## config.mk

```make
export PLATFORM = sky130hd
export DESIGN_NAME = slot_ring_acquire_commit
export DESIGN_NICKNAME = d
export VERILOG_FILES = /design/src/srac_pkg.sv /design/src/srac_ram.sv /design/src/slot_ring_acquire_commit.sv
export SDC_FILE = /design/constraint.sdc
export NUM_CORES = 1
export LEC_CHECK = 0
export BUFFER_PORTS_ARGS = -buffer_cell sky130_fd_sc_hd__buf_2
export CORE_ASPECT_RATIO = 0.9
export CORE_MARGIN = 5
export CORE_UTILIZATION = 45
export CTS_CLUSTER_SIZE = 24
export DETAILED_ROUTE_END_ITERATION = 10
export PLACE_DENSITY = 0.62
export SLEW_MARGIN = 20
export SYNTH_ARGS = -nofsm -noshare
export SYNTH_HDL_FRONTEND = slang
export SYNTH_HIERARCHICAL = 1
export SYNTH_SLANG_ARGS = --single-unit
```

## constraint.sdc

```tcl
create_clock -name clk -period 10.14 [get_ports clk]
set_input_delay 1.521 -clock clk [delete_from_list [all_inputs] [get_ports clk]]
set_output_delay 1.521 -clock clk [all_outputs]
set_load 0.01 [all_outputs]
```

## src/srac_pkg.sv

```systemverilog
`timescale 1ns / 1ps
`default_nettype none
// ----------------------------------------------------------------------------
// srac_pkg
// Shared types and constants of the slot ring acquire/commit controller.
// ----------------------------------------------------------------------------
package srac_pkg;

	localparam int unsigned SLOTS   = 8;
	localparam int unsigned IDX_W   = 3;
	localparam int unsigned LEN_W   = 17;
	localparam int unsigned CNT_W   = 4;
	localparam int unsigned ACT_W   = 3;
	localparam int unsigned APB_AW  = 3;
	localparam int unsigned APB_DW  = 32;

	localparam logic [LEN_W-1:0] MAX_SLOT_BYTES  = LEN_W'(65536);
	localparam logic [LEN_W-1:0] SLOT_BYTES_RST  = LEN_W'(65536);
	localparam logic [CNT_W-1:0] SLOTS_CNT       = CNT_W'(SLOTS);
	localparam logic [IDX_W-1:0] LAST_POS        = IDX_W'(SLOTS - 1);

	// word address of the slot_bytes register
	localparam logic REG_SLOT_BYTES = 1'b0;

	typedef enum logic [ACT_W-1:0] {
		ACT_ACQ_WR  = 3'd0,
		ACT_COMMIT  = 3'd1,
		ACT_ACQ_RD  = 3'd2,
		ACT_RELEASE = 3'd3,
		ACT_CANCEL  = 3'd4,
		ACT_RESET   = 3'd5
	} action_t;

	function automatic logic [IDX_W-1:0] next_pos(input logic [IDX_W-1:0] p);
		next_pos = (p == LAST_POS) ? '0 : p + IDX_W'(1);
	endfunction

endpackage
`default_nettype wire

```

## src/srac_ram.sv

```systemverilog
`timescale 1ns / 1ps
`default_nettype none
// ----------------------------------------------------------------------------
// srac_ram
// Generic simple dual-port RAM: one write port, one read port, registered read.
// ----------------------------------------------------------------------------
module srac_ram #(
	parameter int unsigned WIDTH = 8,
	parameter int unsigned DEPTH = 8
) (
	input  wire logic                     clk,
	input  wire logic                     we,
	input  wire logic [$clog2(DEPTH)-1:0] waddr,
	input  wire logic [WIDTH-1:0]         wdata,
	input  wire logic                     re,
	input  wire logic [$clog2(DEPTH)-1:0] raddr,
	output      logic [WIDTH-1:0]         rdata
);

	logic [WIDTH-1:0] mem_q [DEPTH];

	always_ff @(posedge clk) begin
		if (we) begin
			mem_q[waddr] <= wdata;
		end
		if (re) begin
			rdata <= mem_q[raddr];
		end
	end

endmodule
`default_nettype wire

```

## src/slot_ring_acquire_commit.sv

```systemverilog
`timescale 1ns / 1ps
`default_nettype none
// ----------------------------------------------------------------------------
// slot_ring_acquire_commit
// Acquire/commit/release controller for an 8-slot single-producer ring.
// ----------------------------------------------------------------------------
// One action is taken per clock while the result path is not stalled; its result
// beat is registered in stage 1 (decision and length-RAM read), then in the output
// register, and back-to-back actions sustain one beat per cycle while out_ready
// stays high. Pointers, fill count and hold/cancel flags live in flops and are
// updated at acceptance; the per-slot byte counts live in a small RAM with a
// registered read, written by commit and release and read by acquire read. A
// write is seen by every later read, so no forwarding is needed. Refused actions
// still return one beat with ok low. slot_bytes is written when paddr[2] is 0.
module slot_ring_acquire_commit
	import srac_pkg::*;
(
	input  wire logic              clk,
	input  wire logic              arst_n,

	input  wire logic              psel,
	input  wire logic              penable,
	input  wire logic              pwrite,
	input  wire logic [APB_AW-1:0] paddr,
	input  wire logic [APB_DW-1:0] pwdata,
	output      logic [APB_DW-1:0] prdata,
	output      logic              pready,

	input  wire logic              in_valid,
	output      logic              in_ready,
	input  wire logic [ACT_W-1:0]  action,
	input  wire logic [LEN_W-1:0]  bytes_used,

	output      logic              out_valid,
	input  wire logic              out_ready,
	output      logic              ok,
	output      logic [IDX_W-1:0]  slot_index,
	output      logic [LEN_W-1:0]  length_out,
	output      logic [CNT_W-1:0]  pending_count,
	output      logic              cancel_flag
);

	// architectural state
	logic [LEN_W-1:0] slot_bytes_q;
	logic [IDX_W-1:0] write_pos_q, read_pos_q;
	logic [CNT_W-1:0] fill_q;
	logic             wr_held_q, rd_held_q, cancel_q;

	// stage 1: decision made, length read in flight
	logic             valid_s1, ok_s1, len_sel_s1, cxl_s1;
	logic [IDX_W-1:0] idx_s1;
	logic [CNT_W-1:0] cnt_s1;

	// output register
	logic             out_valid_q, ok_q, cxl_q;
	logic [IDX_W-1:0] idx_q;
	logic [LEN_W-1:0] len_q;
	logic [CNT_W-1:0] cnt_q;

	logic             accept, s1_move, cfg_wr;
	logic [LEN_W-1:0] limit;
	logic [LEN_W-1:0] ram_rdata;

	// decision
	logic             d_ok, d_len_sel, d_wr_held, d_rd_held, d_cancel;
	logic [IDX_W-1:0] d_idx, d_wpos, d_rpos;
	logic [CNT_W-1:0] d_fill;
	logic             ram_we, ram_re;
	logic [IDX_W-1:0] ram_waddr;
	logic [LEN_W-1:0] ram_wdata;

	assign pready  = 1'b1;
	assign cfg_wr  = psel && penable && pwrite && (paddr[2] == REG_SLOT_BYTES);
	assign prdata  = (paddr[2] == REG_SLOT_BYTES) ? APB_DW'(slot_bytes_q) : '0;

	assign s1_move  = valid_s1 && (!out_valid_q || out_ready);
	assign in_ready = !valid_s1 || s1_move;
	assign accept   = in_valid && in_ready;

	assign limit = (slot_bytes_q > MAX_SLOT_BYTES) ? MAX_SLOT_BYTES : slot_bytes_q;

	always_comb begin
		d_ok      = 1'b0;
		d_len_sel = 1'b0;
		d_idx     = '0;
		d_wpos    = write_pos_q;
		d_rpos    = read_pos_q;
		d_fill    = fill_q;
		d_wr_held = wr_held_q;
		d_rd_held = rd_held_q;
		d_cancel  = cancel_q;
		ram_we    = 1'b0;
		ram_re    = 1'b0;
		ram_waddr = write_pos_q;
		ram_wdata = bytes_used;
		unique case (action)
			ACT_ACQ_WR: begin
				if (!wr_held_q && !cancel_q && (fill_q != SLOTS_CNT)) begin
					d_ok      = 1'b1;
					d_wr_held = 1'b1;
					d_idx     = write_pos_q;
				end
			end
			ACT_COMMIT: begin
				if (wr_held_q && !cancel_q && (bytes_used <= limit)) begin
					d_ok      = 1'b1;
					ram_we    = 1'b1;
					d_wpos    = next_pos(write_pos_q);
					d_fill    = (fill_q != SLOTS_CNT) ? fill_q + CNT_W'(1) : fill_q;
					d_wr_held = 1'b0;
				end
			end
			ACT_ACQ_RD: begin
				if (!rd_held_q && !cancel_q && (fill_q != '0)) begin
					d_ok      = 1'b1;
					d_rd_held = 1'b1;
					d_idx     = read_pos_q;
					d_len_sel = 1'b1;
					ram_re    = 1'b1;
				end
			end
			ACT_RELEASE: begin
				if (rd_held_q) begin
					d_ok      = 1'b1;
					ram_we    = 1'b1;
					ram_waddr = read_pos_q;
					ram_wdata = '0;
					d_rpos    = next_pos(read_pos_q);
					d_fill    = (fill_q != '0) ? fill_q - CNT_W'(1) : fill_q;
					d_rd_held = 1'b0;
				end
			end
			ACT_CANCEL: begin
				d_ok     = 1'b1;
				d_cancel = 1'b1;
			end
			ACT_RESET: begin
				if ((fill_q == '0) && !rd_held_q && !wr_held_q) begin
					d_ok     = 1'b1;
					d_wpos   = '0;
					d_rpos   = '0;
					d_cancel = 1'b0;
				end
			end
			default: begin
			end
		endcase
	end

	srac_ram #(
		.WIDTH (LEN_W),
		.DEPTH (SLOTS)
	) u_len_ram (
		.clk   (clk),
		.we    (accept && ram_we),
		.waddr (ram_waddr),
		.wdata (ram_wdata),
		.re    (accept && ram_re),
		.raddr (read_pos_q),
		.rdata (ram_rdata)
	);

	always_ff @(posedge clk or negedge arst_n) begin
		if (!arst_n) begin
			slot_bytes_q <= SLOT_BYTES_RST;
			write_pos_q  <= '0;
			read_pos_q   <= '0;
			fill_q       <= '0;
			wr_held_q    <= 1'b0;
			rd_held_q    <= 1'b0;
			cancel_q     <= 1'b0;
			valid_s1     <= 1'b0;
			out_valid_q  <= 1'b0;
		end else begin
			if (cfg_wr) begin
				slot_bytes_q <= pwdata[LEN_W-1:0];
			end
			if (accept) begin
				write_pos_q <= d_wpos;
				read_pos_q  <= d_rpos;
				fill_q      <= d_fill;
				wr_held_q   <= d_wr_held;
				rd_held_q   <= d_rd_held;
				cancel_q    <= d_cancel;
			end
			if (accept) begin
				valid_s1 <= 1'b1;
			end else if (s1_move) begin
				valid_s1 <= 1'b0;
			end
			if (s1_move) begin
				out_valid_q <= 1'b1;
			end else if (out_ready) begin
				out_valid_q <= 1'b0;
			end
		end
	end

	// payload registers
	always_ff @(posedge clk) begin
		if (accept) begin
			ok_s1      <= d_ok;
			idx_s1     <= d_idx;
			len_sel_s1 <= d_len_sel;
			cnt_s1     <= d_fill;
			cxl_s1     <= d_cancel;
		end
		if (s1_move) begin
			ok_q  <= ok_s1;
			idx_q <= idx_s1;
			len_q <= len_sel_s1 ? ram_rdata : '0;
			cnt_q <= cnt_s1;
			cxl_q <= cxl_s1;
		end
	end

	assign out_valid     = out_valid_q;
	assign ok            = ok_q;
	assign slot_index    = idx_q;
	assign length_out    = len_q;
	assign pending_count = cnt_q;
	assign cancel_flag   = cxl_q;

endmodule
`default_nettype wire

```

==> run summary, run 1 <==
Nets: 780
Worst rel slew slack: 0.2392
Drt first pass iters: 4
Root Buffer Master: clkbuf_16
Arrival time at the worst endpoint: 4980 ps
DR DRC count: 0
Htree depth: 1
Hold/Removal Path Class: register to register
Startpoint Class: register
Most common cell in the netlist: edfxtp_1
Area leader, netlist: edfxtp_1
Post-synthesis cell count: 603
Setup TNS: 0 ps
Sequential share of the synthesized area: 0.6658
Maximum clock frequency: 205.5 MHz
RSZ-0062 raised after global routing: no
Global-route wire length before repair: 30060 um
Storage element area: 0.006482 sq mm
Share of post-route cells with drive strength above 1: 0.2679
Peak fanout along the critical path: 17
Number of antenna-violating nets in the routed design: 0
Yosys cell types: 59
Crit. Startpoint: slot_bytes_q[11]$_DFFE_PN0P_
Drt wl/cell: 19.01 um
Final setup vio count: 0
Largest net degree at the start of global routing: 40
Post-synth EDFFs: 189
Clk_lat worst skew: 510 ps
Warnings, synthesis: 6
Average cell area after synthesis: 16.13 sq um
Critical R2R Launch: slot_bytes_q[11]$_DFFE_PN0P_
Starting density of the core: 0.4538
P&R area growth vs syn: 15.56%
Core box area: 0.02144 sq mm
Crit share post-route: 0.4798
Synth top area cells: edfxtp_1 58%, dfrtp_1 8.0%, mux4_1 6.5%
DP HPWL: 12320 um
Vias per inst: 5.389
Clock skew: 13.49 ps
Mapped cell area: 0.009729 sq mm
Synth Flop Type: edfxtp_1
DIE AREA: 0.02467 sq mm
CTS tree: yes
Chip height: 149.5 um
PwrDens: 205.3 mW/mm^2
Row cnt: 51
Post-cts sizing count: 0
Fraction of registers with async set/reset: 0.1448
Clock Tree Buf Depth: 3
Die X: 165.0 um
Violation count after the first detailed-route iteration: 291
Max-capacitance violation count: 0
Fillers: 1762
Worst slew pin tran: 1140 ps
DP Worst Slack: 4931 ps
Initial antenna violation count: 0
Final hold viol count: 0
Yosys top cell area share: 0.5833
Max IR drop VDD: 0.0001237 V
Final worst slack: 5274 ps
Grt ovf: 0
Yosys reg bits: 221
N_diodes: 0
Port Buffers: 89
Minimum clock period after layout: 4866 ps
Most frequent cells after synthesis: 189 x edfxtp_1, 46 x nand2_1, 36 x and2_1
Vias: 5411
Crit. End Element: register
Min-delay src: cnt_s1[2]$_DFFE_PP_
Area occupied by multi-input gates: 0.003078 sq mm
Vias in the first global route: 5572
IO Pins: 123
Leak Pwr: 4.064 nW
Clock Sinks: 221
Final wirelength: 19090 um
Clock Pin Slew Worst Setup and Hold Paths: 60 ps
Hold-fix buffers, CTS: 0
Global Route Usage Sum: 0.1558
Worst Path Required: 10250 ps
Final Slew Violations: 0
Postcts setup bufs: 0
Critical Setup Path Class: register to register
GP Congestion: 0.8347
CTS Buf Count: 24
Status: finished, final reports clean
==> stage by stage <==
| stage | hold WS [ps] | std cells | cell area [sq um] | util | total power, W |
|---|---|---|---|---|---|
| floorplan | 400.3 | 617 | 9782 | - | 0.001364 |
| global placement | 402.7 | 960 | 10420 | 0.4858 | 0.001434 |
| detailed placement | 405.6 | 960 | 10420 | 0.4858 | 0.001446 |
| CTS | 416.5 | 1004 | 11230 | 0.5236 | 0.002331 |
| global route | 423.4 | 1004 | 11240 | 0.5244 | 0.002415 |
| finish | 418.1 | 1004 | 11240 | 0.5244 | 0.002309 |
==> area by class of cell <==
type,count,share of cell area
sequential,221,0.5766
multi-input combinational,347,0.2738
clock buffer,32,0.05698
timing repair buffer,94,0.04296
tap,291,0.03238
clock inverter,12,0.01502
inverter,7,0.002337
==> critical path, cell delays in order (launching register included) <==
cell and delay (ps):
dfrtp_1 410, nor4_1 380, a41o_1 420, nand2_1 110
ha_1 300, a211oi_1 210, nor2_1 100, nor3b_1 580
a31oi_4 340, o21ai_2 300, and2_1 180, nand2_1 210
nor2_2 940
==> routing by layer <==
layer  up-vias  global-route usage  part of all wire
met3        24             0.03332             0.063
met1      2704              0.2141              0.44
met4         0             0.03410             0.017
li1       2523                   -                 -
met5         -                   0                 0
met2       160              0.2580              0.48
==> power breakdown <==
part           total, W  internal, W  switching [W]
Clock          0.000882     0.000546       0.000336
Combinational  0.000303     0.000165       0.000138
Sequential      0.00112      0.00104      0.0000799
Total           0.00231      0.00175       0.000554
==> registers in the layout, indices dropped and copies added, names as in the netlist, 3 cells and up <==
name	flops
read_pos_q	3
idx_s1	3
write_pos_q	3
fill_q	4
u_len_ram/mem_q	136
slot_bytes_q	17
length_out	17
slot_index	3
pending_count	4
cnt_s1	4
u_len_ram/rdata	17
==> cell usage in the layout, fill, tap and decap left out, types with 7 or more instances in the layout <==
| cell | n |
|---|---|
| dfrtp_1 | 29 |
| nand2_1 | 46 |
| clkbuf_1 | 7 |
| clkbuf_16 | 24 |
| mux4_1 | 24 |
| edfxtp_1 | 189 |
| and2_1 | 36 |
| mux2_2 | 35 |
| o21ai_0 | 12 |
| buf_2 | 89 |
| nor2_1 | 9 |
| nand2b_1 | 9 |
| ha_1 | 23 |
| conb_1 | 16 |
| mux4_2 | 10 |
| nand3_1 | 11 |
| a21oi_1 | 11 |
| nand4_1 | 8 |
| nor2b_1 | 23 |
==> final timing paths <==
| kind | end | slack (ps) | cells past startpoint |
|---|---|---|---|
| worst max-delay path | u_len_ram/mem_q[6][4]$_DFFE_PP_ | 5270 | 12 |
| worst max register to register | u_len_ram/mem_q[6][4]$_DFFE_PP_ | 5270 | 12 |
| worst min register to register | pending_count[2]$_DFFE_PP_ | 420 | 0 |
| worst min-delay path | pending_count[2]$_DFFE_PP_ | 420 | 0 |
| max in group asynchronous | read_pos_q[0]$_DFFE_PN0P_ | 8510 | 1 |
| min in group asynchronous | valid_s1$_DFFE_PN0P_ | 1080 | 1 |
==> cell families after synthesis <==
family | share of synthesized area
compound gates | 0.04257
xor+xnor | 0.0009004
fa+ha+maj | 0.02958
buf+inv | 0.02868
flops | 0.6658
mux | 0.1285
other cells | 0.0007719
simple gates | 0.1033
(Power assumes the default switching activity.)
==> run 2, diff against run 1 <==
ABC_AREA = 1   (was not set)
PLACE_DENSITY = 0.61   (was 0.62)
clock period = 4.5 ns   (was 10.14 ns; I/O delays follow)
==> run summary, run 2 <==
Final hold viol count: 0 (unchanged)
Hold-fix buffers, CTS: 0 (unchanged)
Reg2reg path depth: 21 (was 12)
Number of antenna-violating nets in the routed design: 0 (unchanged)
N_diodes: 0 (unchanged)
Vias per inst: 4.636 (was 5.389)
Fillers: 2075 (was 1762)
Nets: 1285 (was 780)
Startpoint Class: register (unchanged)
Postcts setup bufs: 0 (unchanged)
PwrDens: 517.1 mW/mm^2 (was 205.3 mW/mm^2)
Share of post-route cells with drive strength above 1: 0.1382 (was 0.2679)
CP Cell Sequence: inv_1, nand4_1, nor2_1, a31oi_1, inv_1, nand2_1, ha_1, nand2_1, inv_1, nand2_1, nand2_1, nand2_1, nand2_1, nor2_1, nand2_2, nand2_4, nand3_1, a21oi_1, nand2_1, nor2_1, buf_4 (was nor4_1, a41o_1, nand2_1, ha_1, a211oi_1, nor2_1, nor3b_1, a31oi_4, o21ai_2, and2_1, nand2_1, nor2_2)
CTS tree: yes (unchanged)
Root Buffer Master: clkbuf_16 (unchanged)
Chip height: 154.6 um (was 149.5 um)
DIE AREA: 0.02640 sq mm (was 0.02467 sq mm)
Clk_lat worst skew: 520 ps (was 510 ps)
Initial antenna violation count: 0 (unchanged)
RSZ-0062 raised after global routing: no (unchanged)
Crit path max-delay cell type: dfrtp_1 (was nor2_2)
DP HPWL: 14080 um (was 12320 um)
Core box area: 0.02314 sq mm (was 0.02144 sq mm)
Reg-to-reg endpoint: u_len_ram/mem_q[4][12]$_DFFE_PP_ (was u_len_ram/mem_q[6][4]$_DFFE_PP_)
Slowest stage delay, CP: 380 ps (was 940 ps)
Most flop-heavy register: u_len_ram/mem_q (unchanged)
Placed Cells: 1475 (was 960)
Most frequent cells after synthesis: 327 x nand2_1, 220 x inv_1, 189 x edfxtp_1 (was 189 x edfxtp_1, 46 x nand2_1, 36 x and2_1)
Final hold slack: 217.4 ps (was 418.1 ps)
Crit share post-route: 0.8003 (was 0.4798)
Most frequent CP cell: nand2_1 (unchanged)
Drt first pass iters: 6 (was 4)
Vias in the first global route: 6554 (was 5572)
Final worst slack: 898.7 ps (was 5274 ps)
Yosys cell types: 36 (was 59)
Port Buffers: 89 (unchanged)
Status: finished, final reports clean (unchanged)
Largest net degree at the start of global routing: 59 (was 40)
Critical R2R Launch: slot_bytes_q[1]$_DFFE_PN0P_ (was slot_bytes_q[11]$_DFFE_PN0P_)
Worst Path Required: 4690 ps (was 10250 ps)
GP Congestion: 0.8466 (was 0.8347)
Final Slew Violations: 0 (unchanged)
Fraction of registers with async set/reset: 0.1448 (unchanged)
Maximum clock frequency: 277.7 MHz (was 205.5 MHz)
DR DRC count: 0 (unchanged)
Row cnt: 53 (was 51)
Die X: 170.7 um (was 165.0 um)
Grt ovf: 0 (unchanged)
Commonest non-fill, non-tap cell in the layout: nand2_1 (was edfxtp_1)
Clock Tree Buf Depth: 3 (unchanged)
Fin cells: 1518 (was 1004)
Clock Pin Slew Worst Setup and Hold Paths: 60 ps (about the same)
Setup TNS: 0 ps (unchanged)
Design Power: 0.006175 W (was 0.002309 W)
CTS Buf Count: 25 (was 24)
Average cell area after synthesis: 9.474 sq um (was 16.13 sq um)
Global Route met1 Usage: 0.2303 (was 0.2141)
Global-route wire length before repair: 34180 um (was 30060 um)
Htree depth: 1 (unchanged)
Yosys top cell area share: 0.5426 (was 0.5833)
Warnings, synthesis: 6 (unchanged)
Worst rel slew slack: 0.3934 (was 0.2392)
Leak Pwr: 5.733 nW (was 4.064 nW)
Post-cts sizing count: 0 (unchanged)
Clock Sinks: 221 (unchanged)
Global Route Usage Sum: 0.1635 (was 0.1558)
P&R area growth vs syn: 14.18% (was 15.56%)
Yosys reg bits: 221 (unchanged)
Hold/Removal Path Class: input pin to async pin (was register to register)
Worst slew pin tran: 909.9 ps (was 1140 ps)
Area leader, netlist: edfxtp_1 (unchanged)
Mapped cell area: 0.01046 sq mm (was 0.009729 sq mm)
Minimum clock period after layout: 3601 ps (was 4866 ps)
Global route hottest layer: met2 (unchanged)
Clock skew: 13.68 ps (was 13.49 ps)
Max reg flops: 136 (unchanged)
Violation count after the first detailed-route iteration: 475 (was 291)
Final setup vio count: 0 (unchanged)
Crit. End Element: register (unchanged)
Max IR drop VDD: 0.0002578 V (was 0.0001237 V)
Max-capacitance violation count: 0 (unchanged)
Most common cell in the netlist: nand2_1 (was edfxtp_1)
Post-synthesis cell count: 1104 (was 603)
Synth top area cells: edfxtp_1 54%, nand2_1 12%, inv_1 7.9% (was edfxtp_1 58%, dfrtp_1 8.0%, mux4_1 6.5%)
M2 GR Usage: 0.2666 (was 0.2580)
Sequential share of the synthesized area: 0.6193 (was 0.6658)
Buffers and inverters on the worst path: 4 (was 0)
Peak fanout along the critical path: 15 (was 17)
Critical Setup Path Class: register to register (unchanged)
Global-route track usage on met3: 0.03016 (was 0.03332)
Most frequent cells in the layout: 327 x nand2_1, 220 x inv_1, 189 x edfxtp_1, 89 x nand3_1, 89 x buf_2 (was 189 x edfxtp_1, 89 x buf_2, 46 x nand2_1, 36 x and2_1, 35 x mux2_2)
Synth Flop Type: edfxtp_1 (unchanged)
Drt wl/cell: 14.25 um (was 19.01 um)
Post-synth EDFFs: 189 (unchanged)
Arrival time at the worst endpoint: 3790 ps (was 4980 ps)
Reg2reg setup slack: 900 ps (was 5270 ps)
Starting density of the core: 0.4519 (was 0.4538)
Crit path max-delay family: simple AND/OR/NAND/NOR gates (unchanged)
Final wirelength: 21630 um (was 19090 um)
Vias: 7038 (was 5411)
DP Worst Slack: 910.7 ps (was 4931 ps)
IO Pins: 123 (unchanged)
==> run 2: cell types whose count changed after synthesis, moves of 9 or more <==
cell      delta
nand3_1     +78
mux2_2      -35
inv_1      +214
buf_2       +18
nor2_1      +66
mux4_2      -10
nand2b_1     -9
and2_1      -36
nor2b_1     -23
clkbuf_1    -10
a21oi_1     +14
nand2_1    +281
mux4_1      -24
==> run 2: final cells by class <==
| type | count | area (sq um) | share of cell area |
|---|---|---|---|
| Timing Repair Buffer | 107 | 580.6 | 0.04862 |
| Tap cell | 302 | 377.9 | 0.03164 |
| Sequential cell | 221 | 6479 | 0.5425 |
| Clock inverter | 11 | 115.1 | 0.009639 |
| Clock buffer | 32 | 671.9 | 0.05627 |
| Multi-Input combinational cell | 618 | 2863 | 0.2397 |
| Inverter | 227 | 854.6 | 0.07156 |
==> run 2: worst register-to-register path, delay by kind of cell, from the launching register on <==
family / cells / cell delay, ps
AND/OR/NAND/NOR: 14 / 1440
AO/OA/AOI/OAI: 2 / 340
flip-flops: 1 / 380
buffers and inverters: 4 / 780
adder cells (fa/ha/maj): 1 / 330
==> run 2: per-layer routing <==
metal  share of wire  vias up
met4           0.018        0
met5               0        -
met1            0.46     3173
met3           0.065       39
met2            0.46      207
li1                -     3619
==> run 2: how the worst max path moves through the flow <==
stage	endpoint	depth (start not counted)	start
floorplan	u_len_ram/mem_q[1][0]$_DFFE_PP_	19	slot_bytes_q[12]$_DFFE_PN0P_
global placement	u_len_ram/mem_q[5][12]$_DFFE_PP_	19	slot_bytes_q[0]$_DFFE_PN0P_
detailed placement	u_len_ram/mem_q[1][11]$_DFFE_PP_	21	slot_bytes_q[0]$_DFFE_PN0P_
CTS	u_len_ram/mem_q[1][8]$_DFFE_PP_	21	slot_bytes_q[0]$_DFFE_PN0P_
global route	u_len_ram/mem_q[4][16]$_DFFE_PP_	21	slot_bytes_q[0]$_DFFE_PN0P_
finish	u_len_ram/mem_q[4][12]$_DFFE_PP_	21	slot_bytes_q[1]$_DFFE_PN0P_
==> run 2: power by group <==
group	internal (W)	total, W	switching (W)
Sequential	0.00245	0.00266	0.000209
Clock	0.00116	0.00192	0.000760
Combinational	0.000507	0.00159	0.00109
==> run 2: cell families (layout without fill, tap and decap cells) <==
logic type / count (synthesis) / count (layout) / synth area share
simple gates: 526 / 526 / 0.2122
fa+ha+maj: 23 / 23 / 0.02752
flops: 221 / 221 / 0.6193
xor+xnor: 3 / 3 / 0.002513
buf+inv: 279 / 377 / 0.1123
compound gates: 50 / 50 / 0.02536
other cells: 2 / 16 / 0.0007181
==> run 2: through the flow <==
| stage | instance area [sq um] | util |
|---|---|---|
| after floorplan | 10510 | - |
| after global placement | 11150 | 0.4820 |
| final | 11940 | 0.5160 |
| after detailed placement | 11150 | 0.4820 |
| after CTS | 11940 | 0.5160 |
| after global routing | 11940 | 0.5160 |
